--- config.mk ---
export PLATFORM = sky130hd
export DESIGN_NAME = dfu_flash_update_sequencer
export DESIGN_NICKNAME = d
export VERILOG_FILES = /design/src/sv/dfu_pkg.sv /design/src/sv/dfu_core.sv /design/src/sv/dfu_flash_update_sequencer.sv
export SDC_FILE = /design/constraint.sdc
export NUM_CORES = 1
export LEC_CHECK = 0
export BUFFER_PORTS_ARGS = -buffer_cell sky130_fd_sc_hd__buf_2
export CAP_MARGIN = 20
export CORE_ASPECT_RATIO = 0.7
export CORE_MARGIN = 3
export CORE_UTILIZATION = 60
export CTS_BUF_LIST = sky130_fd_sc_hd__clkbuf_16
export CTS_CLUSTER_SIZE = 14
export DETAILED_ROUTE_END_ITERATION = 10
export PLACE_DENSITY_LB_ADDON = 0.25
export SLEW_MARGIN = 10
export SYNTH_ARGS = -nofsm -noshare
export SYNTH_HDL_FRONTEND = slang
export SYNTH_SLANG_ARGS = --single-unit
--- constraint.sdc ---
create_clock -name clk -period 8 [get_ports clk]
set_clock_uncertainty 0.15 [all_clocks]
set_input_delay 1.6 -clock clk [delete_from_list [all_inputs] [get_ports clk]]
set_output_delay 1.6 -clock clk [all_outputs]
set_load 0.01 [all_outputs]
--- src/sv/dfu_pkg.sv ---
package dfu_pkg;

	// Opcodes of the event stream
	typedef enum logic [3:0] {
		OP_TICK       = 4'd0,
		OP_DNLOAD     = 4'd1,
		OP_DATA_RCVD  = 4'd2,
		OP_GET_STATUS = 4'd3,
		OP_GET_STATE  = 4'd4,
		OP_CLR_STATUS = 4'd5,
		OP_ABORT      = 4'd6,
		OP_SET_INTF   = 4'd7,
		OP_GET_INTF   = 4'd8,
		OP_UNKNOWN    = 4'd9
	} opcode_t;

	// DFU states, standard numbering
	typedef enum logic [3:0] {
		ST_APP_IDLE = 4'd0,
		ST_IDLE     = 4'd2,
		ST_DN_SYNC  = 4'd3,
		ST_DN_BUSY  = 4'd4,
		ST_DN_IDLE  = 4'd5,
		ST_MF_SYNC  = 4'd6,
		ST_MF       = 4'd7
	} usb_state_t;

	// Flash work phase
	typedef enum logic [1:0] {
		PH_IDLE    = 2'd0,
		PH_ERASE   = 2'd1,
		PH_PROGRAM = 2'd2
	} phase_t;

	// Flash command issued on a tick
	typedef enum logic [1:0] {
		CMD_NONE    = 2'd0,
		CMD_ERASE   = 2'd1,
		CMD_PROGRAM = 2'd2
	} flash_cmd_t;

	// Flash geometry and buffer size
	localparam int unsigned SECTOR_BYTES = 4096;
	localparam int unsigned PAGE_BYTES   = 256;
	localparam int unsigned PAGE_W       = 8;
	localparam int unsigned BUF_BYTES    = 4096;

	// Slot layout: base = (512 + slot * 128) KiB
	localparam logic [31:0] SLOT_ORIGIN = 32'(512 * 1024);
	localparam int unsigned SLOT_SHIFT  = 17;

	// Interface identity
	localparam logic [7:0] INTF_CLASS    = 8'hfe;
	localparam logic [7:0] INTF_SUBCLASS = 8'h01;
	localparam logic [7:0] INTF_PROTOCOL = 8'h02;

	// Input payload, last member in the lowest bits
	typedef struct packed {
		logic       flash_busy;
		logic [7:0] intf_protocol;
		logic [7:0] intf_subclass;
		logic [7:0] intf_class;
		logic [7:0] alt_setting;
		logic [12:0] length;
	} in_data_t;

	// Result payload, last member in the lowest bits
	typedef struct packed {
		logic [7:0]  current_alt;
		usb_state_t  usb_state;
		logic [8:0]  prog_len;
		logic [11:0] buf_offset;
		logic [31:0] flash_addr;
		flash_cmd_t  flash_cmd;
		logic        accepted;
	} result_t;

endpackage

--- src/sv/dfu_core.sv ---
module dfu_core #(
	parameter int TICK_DIVIDE = 10
) (
	input  logic               clk,
	input  logic               arst_n,
	input  logic               en,
	input  dfu_pkg::opcode_t   op,
	input  dfu_pkg::in_data_t  data,
	output dfu_pkg::result_t   res
);

	localparam int TICK_W = (TICK_DIVIDE > 0) ? $clog2(TICK_DIVIDE + 1) : 1;
	localparam logic [TICK_W-1:0] TICK_LAST = TICK_W'(TICK_DIVIDE);

	// State
	dfu_pkg::usb_state_t mode_q, mode_d;
	logic [TICK_W-1:0]   tick_q, tick_d;
	logic [7:0]          slot_q, slot_d;
	logic [31:0]         base_q, base_d;
	logic [31:0]         erase_q, erase_d;
	logic [12:0]         off_q, off_d;
	logic [12:0]         len_q, len_d;
	dfu_pkg::phase_t     phase_q, phase_d;
	logic                ready_q, ready_d;

	// Flash step results
	dfu_pkg::flash_cmd_t fs_cmd;
	logic [31:0]         fs_addr;
	logic [12:0]         fs_len;
	dfu_pkg::phase_t     fs_phase;
	logic [31:0]         fs_erase;
	logic [12:0]         fs_off;
	logic                fs_ready;
	logic                fs_done;

	logic intf_match;
	logic issue;

	assign intf_match = (data.intf_class == dfu_pkg::INTF_CLASS)
		&& (data.intf_subclass == dfu_pkg::INTF_SUBCLASS)
		&& (data.intf_protocol == dfu_pkg::INTF_PROTOCOL);

	assign issue = (op == dfu_pkg::OP_TICK) && (tick_q == TICK_LAST);

	// Erase sectors, then program page-bounded chunks once data is in
	always_comb begin
		logic [31:0] end_addr;
		logic [31:0] where;
		logic [12:0] rem;
		logic [12:0] room;
		logic [12:0] plen;
		end_addr = base_q + 32'(len_q);
		where    = base_q + 32'(off_q);
		rem      = len_q - off_q;
		room     = 13'(dfu_pkg::PAGE_BYTES) - 13'(where[dfu_pkg::PAGE_W-1:0]);
		plen     = (rem > room) ? room : rem;
		fs_cmd   = dfu_pkg::CMD_NONE;
		fs_addr  = '0;
		fs_len   = '0;
		fs_phase = phase_q;
		fs_erase = erase_q;
		fs_off   = off_q;
		fs_ready = ready_q;
		fs_done  = 1'b0;
		if (phase_q != dfu_pkg::PH_IDLE && !data.flash_busy
				&& !(phase_q == dfu_pkg::PH_PROGRAM && !ready_q)) begin
			if (phase_q == dfu_pkg::PH_ERASE) begin
				if (erase_q >= end_addr) begin
					fs_phase = dfu_pkg::PH_PROGRAM;
				end else begin
					fs_cmd   = dfu_pkg::CMD_ERASE;
					fs_addr  = erase_q;
					fs_erase = erase_q + 32'(dfu_pkg::SECTOR_BYTES);
				end
			end
			if (fs_phase == dfu_pkg::PH_PROGRAM && ready_q) begin
				if (off_q >= len_q) begin
					fs_phase = dfu_pkg::PH_IDLE;
					fs_ready = 1'b0;
					fs_done  = 1'b1;
				end else begin
					fs_cmd  = dfu_pkg::CMD_PROGRAM;
					fs_addr = where;
					fs_len  = plen;
					fs_off  = off_q + plen;
				end
			end
		end
	end

	// Next state
	always_comb begin
		logic [12:0] n;
		logic [31:0] slot_base;
		n         = (data.length > 13'(dfu_pkg::BUF_BYTES)) ?
			13'(dfu_pkg::BUF_BYTES) : data.length;
		slot_base = dfu_pkg::SLOT_ORIGIN + (32'(data.alt_setting) << dfu_pkg::SLOT_SHIFT);
		mode_d  = mode_q;
		tick_d  = tick_q;
		slot_d  = slot_q;
		base_d  = base_q;
		erase_d = erase_q;
		off_d   = off_q;
		len_d   = len_q;
		phase_d = phase_q;
		ready_d = ready_q;
		unique case (op) inside
			dfu_pkg::OP_TICK: begin
				if (tick_q != TICK_LAST) begin
					tick_d = tick_q + 1'b1;
				end else begin
					tick_d  = '0;
					phase_d = fs_phase;
					erase_d = fs_erase;
					off_d   = fs_off;
					ready_d = fs_ready;
					if (fs_done) begin
						mode_d = dfu_pkg::ST_DN_SYNC;
						base_d = base_q + 32'(len_q);
					end
				end
			end
			dfu_pkg::OP_DNLOAD: begin
				if (n != '0) begin
					mode_d  = dfu_pkg::ST_DN_SYNC;
					off_d   = '0;
					len_d   = n;
					phase_d = dfu_pkg::PH_ERASE;
					ready_d = 1'b0;
				end else begin
					mode_d = dfu_pkg::ST_IDLE;
				end
			end
			dfu_pkg::OP_DATA_RCVD: begin
				if (phase_q != dfu_pkg::PH_IDLE) begin
					mode_d  = dfu_pkg::ST_DN_BUSY;
					ready_d = 1'b1;
				end
			end
			dfu_pkg::OP_GET_STATUS: begin
				if (mode_q == dfu_pkg::ST_DN_SYNC) begin
					mode_d = dfu_pkg::ST_DN_IDLE;
				end else if (mode_q == dfu_pkg::ST_MF_SYNC) begin
					mode_d = dfu_pkg::ST_MF;
				end
			end
			dfu_pkg::OP_SET_INTF: begin
				if (intf_match) begin
					slot_d  = data.alt_setting;
					mode_d  = dfu_pkg::ST_IDLE;
					base_d  = slot_base;
					erase_d = slot_base;
				end
			end
			default: begin
			end
		endcase
	end

	// Result fields
	always_comb begin
		res = '0;
		unique case (op) inside
			dfu_pkg::OP_TICK, dfu_pkg::OP_DNLOAD, dfu_pkg::OP_GET_STATUS,
			dfu_pkg::OP_GET_STATE, dfu_pkg::OP_CLR_STATUS, dfu_pkg::OP_ABORT:
				res.accepted = 1'b1;
			dfu_pkg::OP_DATA_RCVD: res.accepted = (phase_q != dfu_pkg::PH_IDLE);
			dfu_pkg::OP_SET_INTF, dfu_pkg::OP_GET_INTF: res.accepted = intf_match;
			default: res.accepted = 1'b0;
		endcase
		if (issue) begin
			res.flash_cmd  = fs_cmd;
			res.flash_addr = fs_addr;
			if (fs_cmd == dfu_pkg::CMD_PROGRAM) begin
				res.buf_offset = off_q[11:0];
			end
			res.prog_len   = fs_len[8:0];
		end
		res.usb_state   = mode_d;
		res.current_alt = slot_d;
	end

	// Hold state between transactions
	always_ff @(posedge clk or negedge arst_n) begin
		if (!arst_n) begin
			mode_q  <= dfu_pkg::ST_APP_IDLE;
			tick_q  <= '0;
			slot_q  <= '0;
			base_q  <= '0;
			erase_q <= '0;
			off_q   <= '0;
			len_q   <= '0;
			phase_q <= dfu_pkg::PH_IDLE;
			ready_q <= 1'b0;
		end else if (en) begin
			mode_q  <= mode_d;
			tick_q  <= tick_d;
			slot_q  <= slot_d;
			base_q  <= base_d;
			erase_q <= erase_d;
			off_q   <= off_d;
			len_q   <= len_d;
			phase_q <= phase_d;
			ready_q <= ready_d;
		end
	end

`ifndef SYNTH
	a_ready_needs_phase: assert property (@(posedge clk) disable iff (!arst_n)
		ready_q |-> phase_q != dfu_pkg::PH_IDLE)
		else $error("data ready set with no download armed");

	a_offset_in_range: assert property (@(posedge clk) disable iff (!arst_n)
		(off_q <= len_q) && (len_q <= 13'(dfu_pkg::BUF_BYTES)))
		else $error("chunk offset or length out of range");

	a_cmd_only_on_issue: assert property (@(posedge clk) disable iff (!arst_n)
		en && res.flash_cmd != dfu_pkg::CMD_NONE |-> issue)
		else $error("flash command outside an issuing tick");

	a_page_bound: assert property (@(posedge clk) disable iff (!arst_n)
		en && res.flash_cmd == dfu_pkg::CMD_PROGRAM |->
			(14'(res.flash_addr[dfu_pkg::PAGE_W-1:0]) + 14'(fs_len))
				<= 14'(dfu_pkg::PAGE_BYTES) && fs_len != '0)
		else $error("page program crosses a page");

	a_tick_wrap: assert property (@(posedge clk) disable iff (!arst_n)
		en && issue |=> tick_q == '0)
		else $error("tick divider did not wrap");
`endif

endmodule

--- src/sv/dfu_flash_update_sequencer.sv ---
// DFU download sequencer.
// Input channel s_*: one transaction per event; s_tuser carries the opcode
// (tick, download request, data received, status/state queries, interface
// select/query), s_tdata the request arguments and the flash busy bit.
// Output channel m_*: exactly one result transaction per event, in order,
// with the accept flag, any flash command (sector erase or page program with
// address, buffer offset and length), the DFU state and the selected slot.
// Every TICK_DIVIDE+1 ticks one tick may issue a flash command.
// An input transaction passes the input register, then the result register,
// before its result is valid. Throughput: one event per cycle while the
// receiver does not stall; the state update is a single pass of logic between the two registers.
// When the receiver stalls, the result register holds and the input register
// takes one more event; after that s_tready drops until m_tready returns.
// Reset (arst_n low) clears both register valids and puts the DFU state in
// application idle with all pointers, the slot and the tick divider at zero.
module dfu_flash_update_sequencer #(
	parameter int TICK_DIVIDE = 10
) (
	input  logic        clk,
	input  logic        arst_n,
	input  logic        s_tvalid,
	output logic        s_tready,
	// length[12:0], alt_setting[20:13], intf_class[28:21], intf_subclass[36:29],
	// intf_protocol[44:37], flash_busy[45], zero pad[47:46]
	input  logic [47:0] s_tdata,
	// opcode[3:0]
	input  logic [3:0]  s_tuser,
	output logic        m_tvalid,
	input  logic        m_tready,
	// accepted[0], flash_cmd[2:1], flash_addr[34:3], buf_offset[46:35],
	// prog_len[55:47], usb_state[59:56], current_alt[67:60], zero pad[71:68]
	output logic [71:0] m_tdata
);

	logic              valid_s1;
	dfu_pkg::opcode_t  op_s1;
	dfu_pkg::in_data_t data_s1;
	logic              m_valid_q;
	dfu_pkg::result_t  result_q;
	dfu_pkg::result_t  result;
	logic              advance;

	// Move the held event into the result register when it has room
	assign advance  = valid_s1 && (!m_valid_q || m_tready);
	assign s_tready = !valid_s1 || advance;

	// Input register
	always_ff @(posedge clk or negedge arst_n) begin
		if (!arst_n) begin
			valid_s1 <= 1'b0;
		end else if (s_tready) begin
			valid_s1 <= s_tvalid;
		end
	end

	always_ff @(posedge clk) begin
		if (s_tvalid && s_tready) begin
			op_s1   <= dfu_pkg::opcode_t'(s_tuser);
			data_s1 <= dfu_pkg::in_data_t'(s_tdata[45:0]);
		end
	end

	dfu_core #(
		.TICK_DIVIDE(TICK_DIVIDE)
	) u_core (
		.clk   (clk),
		.arst_n(arst_n),
		.en    (advance),
		.op    (op_s1),
		.data  (data_s1),
		.res   (result)
	);

	// Result register
	always_ff @(posedge clk or negedge arst_n) begin
		if (!arst_n) begin
			m_valid_q <= 1'b0;
		end else if (advance) begin
			m_valid_q <= 1'b1;
		end else if (m_tready) begin
			m_valid_q <= 1'b0;
		end
	end

	always_ff @(posedge clk) begin
		if (advance) begin
			result_q <= result;
		end
	end

	assign m_tvalid = m_valid_q;
	assign m_tdata  = {4'b0, result_q};

endmodule
==> flow_summary.toml, run 1 <==
[hold_path]
whs_path_depth = 2
holdCritPathClass = "reg -> reg"
hp-start = "u_core.slot_q[2]"
min_to = "u_core.slot_q[2]"

[worst_setup_path]
slowest_stage = "nor4_2"
r2r_setup_slack_ps = 1070
r2r_end = "u_core.off_q[12]"
crit_path_start_kind = "flip-flop"
cp-end-kind = "flip-flop"
rr_startpoint = "u_core.off_q[0]"
cp.arrival_ps = 7220
max_stage_delay_ps = 670
reg2reg_depth = 29
path_buf_inv = 2
cp_max_fo = 5
crit_family = "simple AND/OR/NAND/NOR gates"
crit_type = "reg -> reg"
cp_data_required_time_ps = 8280
cpMostUsedCell = "o21ai_0"

[synth]
syn-cell-area_sq_um = 13200
yosysWarnings = 0
avgSynthCellArea_sq_um = 9.96
synth_most_common_cell = "nand2_1"
netlist_instances = 1328
synth_area_leaders = "edfxtp_1, dfrtp_1, ha_1"
synth_top_area_share_pct = 26.8
synth_cell_types = 84
synthTopCellsByCount = "nand2_1, edfxtp_1, dfrtp_1, nor2_1, o21ai_0"
yosys.area.top_type = "edfxtp_1"
async_reset_ff_share_pct = 45.6
synth-edff-count = 118
yosys_most_used_dff = "edfxtp_1"
yosysSeqAreaShare_pct = 45.5
ys_ff_latch = 217

[placed_design]
place_ws_ps = 1210
dp_cells = 1683
dp_hpwl_mm = 23.8
io_buffers = 123
gp_congestion = 0.959

[clocking]
cts_tree = "yes"
path_clk_slew_ps = 70
clock_path_buffers = 3
root_buffer = "clkbuf_16"
htree_levels = 1
numCtsBuffers = 22
post-cts-setup-buffers = 0
cts.sink_count = 217
cts_hold_buf = 0
cts_resized = 0
clk_latency_ps = 510

[global_route]
grt_use_total_pct = 28.1
gr-total-overflow = 0
grt_pass1_wl_mm = 53.7
grt_start_max_net_pins = 57
use_met2_pct = 41.1
grt_pass1_vias = 10200
busiest_layer = "met1"
grt_use_met1_pct = 43.2
antenna_found_initial = 0
grt_util_met3_pct = 5.46

[timing]
slew_headroom_pct = 36.4
worst_pin_slew_ps = 954
fin_tns_setup_ps = 0
fin_ws_ps = 1070
max_freq_mhz = 144
hold_viol = 0
min_period_over_period_pct = 86.7
period_minus_slack_ps = 6930
setup_viol = 0
rsz0062_at_grt = "no"
drv_slew = 0

[finish]
stdcell_count = 1725
fin_nets = 1576
fillers = 1633
diodes = 0
synthToLayoutAreaGrowth_pct = 11.4
layout-drive-gt1-share_pct = 15.0
multi_input_area_sq_um = 6790
seq_area_sq_um = 6020

[power]
intPower_mw = 2.16
p_clk_share_pct = 29.3
p_leak_nw = 6.22
ir_drop_uv = 152
p_per_area_nw_per_um2 = 217
swShare_pct = 32.4
p_switching_mw = 1.04
power_frac_comb_pct = 29.4
power_mw = 3.20
pwr-share-seq_pct = 41.3

[floorplanning]
io_pins = 130
die_area_sq_um = 23900
start_util_pct = 62.4
die_h_um = 130
core_sq_um = 21200
die_w_um = 183
rows = 44

[routing]
first_pass_iters = 6
ant_nets = 0
wl_mm = 33.4
via_per_inst = 6.32
drc = 0
drtIter0Drc = 1323
vias = 10900
wl_per_cell_um = 19.3

[run]
cap_violations = 0

[outcome]
status = "finished clean"
-- kinds of logic (layout without fill, tap and decap cells) --
group,count (synthesis),count (layout),synth area share (%)
other,1,7,0.0283
AOI/OAI and AO/OA,373,373,19.0
DFF,217,217,45.5
adders and majority gates,87,87,8.46
xor gates and xnor gates,82,82,5.49
and+or+nand+nor,435,435,16.4
buffers and inverters,114,229,3.57
muxes,19,19,1.57
-- power groups by stage --
stage,registers [mW],clock network (mW),logic (mW)
final,1.32,0.939,0.939
after global routing,1.33,0.999,1.06
after CTS,1.32,0.952,0.921
after detailed placement,1.34,0,0.911
after global placement,1.34,0,0.883
after floorplan,1.33,0,0.679
-- per-stage QoR --
step                hold slack, ps  utilization (%)  instance area [sq um]
floorplan                      292                -                  13300
global placement               304             66.4                  14100
detailed placement             308             66.4                  14100
CTS                            324             69.4                  14700
global route                   349             69.6                  14700
finish                         322             69.6                  14700
-- state kept, by name (all words and copies together) (netlist names), 8 cells and up --
name	flops
m_tdata	68
data_s1	46
u_core.base_q	32
u_core.erase_q	20
u_core.len_q	13
u_core.off_q	13
u_core.slot_q	8
-- layout by cell type (no fill, tap or decap), drive strengths merged, types with 23 or more instances in the layout --
cell / netlist / layout
ha: 83 / 83
o21ai: 99 / 99
nand2: 127 / 127
buf: 21 / 139
xnor2: 45 / 45
inv: 49 / 62
a31oi: 23 / 23
edfxtp: 118 / 118
nor2: 95 / 95
and2: 23 / 23
a21oi: 74 / 74
xor2: 37 / 37
nand3: 41 / 41
nand2b: 24 / 24
clkbuf: 43 / 23
dfrtp: 99 / 99
and3: 25 / 25
o31ai: 45 / 45
nor3: 24 / 24
-- worst max path at each step --
stage | slack, ps | depth (start not counted) | end | startpoint
final | 1070 | 29 | u_core.off_q[12] | u_core.off_q[0]
after global routing | 400 | 27 | u_core.off_q[12] | u_core.off_q[0]
after CTS | 1160 | 29 | u_core.off_q[12] | u_core.off_q[0]
after detailed placement | 1210 | 29 | u_core.off_q[12] | u_core.off_q[0]
after global placement | 1320 | 29 | u_core.off_q[12] | u_core.off_q[0]
after floorplan | 2080 | 30 | u_core.off_q[12] | u_core.off_q[0]
-- layout make-up --
class	instances	area share (%)
Clock buffer	23	3.90
Sequential cell	217	40.8
Clock inverter	17	0.475
Tap cell	276	2.34
Timing Repair Buffer	139	5.12
Inverter	50	1.28
Multi-Input combinational cell	1003	46.0
-- routing by layer --
| layer | wire length, um | part of all wire [%] |
|---|---|---|
| met1 | 15500 | 47 |
| met2 | 13900 | 42 |
| met3 | 3220 | 9.7 |
| met4 | 734 | 2.2 |
| met5 | 0 | 0 |
-- tightest hold or removal path, cell delays in order (launching register included) --
cell,delay (ps)
dfrtp_1,340
nand2_1,50
nand2_1,50
(Power assumes the default switching activity.)
==> run 2, diff against run 1 <==
clock period = 7.8 ns   (was 8 ns; I/O delays follow)
==> flow_summary.toml, run 2 (same netlist as run 1, synthesis figures left out) <==
[outcome]
status = "finished clean"

[timing]
min_period_over_period_pct = 90.3
max_freq_mhz = 142
drv_slew = 0
rsz0062_at_grt = "no"
hold_viol = 0
slew_headroom_pct = 35.1
fin_tns_setup_ps = 0
period_minus_slack_ps = 7040
worst_pin_slew_ps = 969
setup_viol = 0

[worst_setup_path]
cp.arrival_ps = 7330
cp_data_required_time_ps = 8080
cp_max_fo = 5
max_stage_delay_ps = 690
slowest_stage = "nor4_2"
cp-end-kind = "flip-flop"
crit_path_start_kind = "flip-flop"
crit_type = "reg -> reg"
cpMostUsedCell = "o21ai_0"

[power]
p_leak_nw = 6.23
p_per_area_nw_per_um2 = 227
ir_drop_uv = 199

[global_route]
grt_pass1_wl_mm = 53.8
grt_start_max_net_pins = 53
grt_util_met3_pct = 5.43
use_met2_pct = 42.0
grt_pass1_vias = 10200
busiest_layer = "met1"
gr-total-overflow = 0
antenna_found_initial = 0
grt_use_total_pct = 28.1
grt_use_met1_pct = 42.9

[routing]
ant_nets = 0
vias = 10800
wl_per_cell_um = 19.4
drc = 0
first_pass_iters = 5
drtIter0Drc = 1311
via_per_inst = 6.27
wl_mm = 33.6

[finish]
fillers = 1612
diodes = 0
mostFrequentLayoutCells = "nand2_1, buf_2, edfxtp_1"
final_cell_area_sq_um = 14800
synthToLayoutAreaGrowth_pct = 12.0
fin_util_pct = 69.9
stdcell_count = 1728
layout-drive-gt1-share_pct = 15.3
mostFrequentLayoutCell = "nand2_1"
fin_nets = 1579
largest_reg_flops = 68

[floorplanning]
die_w_um = 183
start_util_pct = 62.4
die_area_sq_um = 23900
rows = 44
die_h_um = 130
core_sq_um = 21200
io_pins = 130

[clocking]
clock_path_buffers = 3
post-cts-setup-buffers = 0
clk_latency_ps = 520
cts_tree = "yes"
numCtsBuffers = 22
cts_hold_buf = 0
path_clk_slew_ps = 60
root_buffer = "clkbuf_16"
cts_resized = 0
cts.sink_count = 217
htree_levels = 1

[hold_path]
holdCritPathClass = "reg -> reg"

[placed_design]
dp_hpwl_mm = 24.0
gp_congestion = 0.945
dp_cells = 1687
io_buffers = 123
dpl_cell_area_sq_um = 14100

[run]
cap_violations = 0
## run 2: changes by cell type in the layout (fill, tap and decap cells not counted), sizes merged
cell	previous run	this run
clkinv	5	10
clkinvlp	0	1
inv	62	54
buf	139	142
bufinv	0	2
## run 2: routing by layer
metal  part of all wire (%)  vias up
li1                       -     5109
met1                     46     5142
met2                     42      542
met3                     10       45
met4                    1.6        0
met5                      0        -
## run 2: final timing paths
path	start	end	slack, ps	depth (start not counted)
setup / recovery	u_core.off_q[0]	u_core.off_q[12]	760	29
hold / removal	u_core.slot_q[3]	u_core.slot_q[3]	320	2
setup reg to reg	u_core.off_q[0]	u_core.off_q[12]	760	29
hold reg to reg	u_core.slot_q[3]	u_core.slot_q[3]	320	2
max in group asynchronous	arst_n	u_core.base_q[3]	5380	2
min in group asynchronous	arst_n	u_core.slot_q[3]	910	1
## run 2: metrics by stage
stage          power [mW]  setup WS, ps  hold slack [ps]
2_1_floorplan        2.06          1880              292
3_3_place_gp         2.28          1110              304
3_5_place_dp         2.32           924              314
4_1_cts              3.36           846              330
5_1_grt              3.53           244              354
6_report             3.36           755              324
## run 2: layout make-up
type,count,area [sq um],share of cell area (%)
Sequential cell,217,6020,40.6
Clock inverter,17,125,0.845
Tap cell,276,345,2.33
Clock buffer,23,576,3.89
Multi-Input combinational cell,1003,6780,45.8
Timing Repair Buffer,142,773,5.22
Inverter,50,189,1.28
## run 2: worst max-delay path, delay by kind of cell (launching register included)
kind	cells	cell delay [ps]
adder cells (fa/ha/maj)	5	1530
AND/OR/NAND/NOR	8	2040
XOR/XNOR	2	400
multiplexers	2	540
buffers and inverters	2	120
flip-flops	1	420
AO/OA/AOI/OAI	10	1740
## run 2: power by group
| part | switching (mW) | internal (mW) | total, mW |
|---|---|---|---|
| logic | 0.563 | 0.402 | 0.964 |
| registers | 0.0679 | 1.29 | 1.36 |
| clock network | 0.444 | 0.597 | 1.04 |
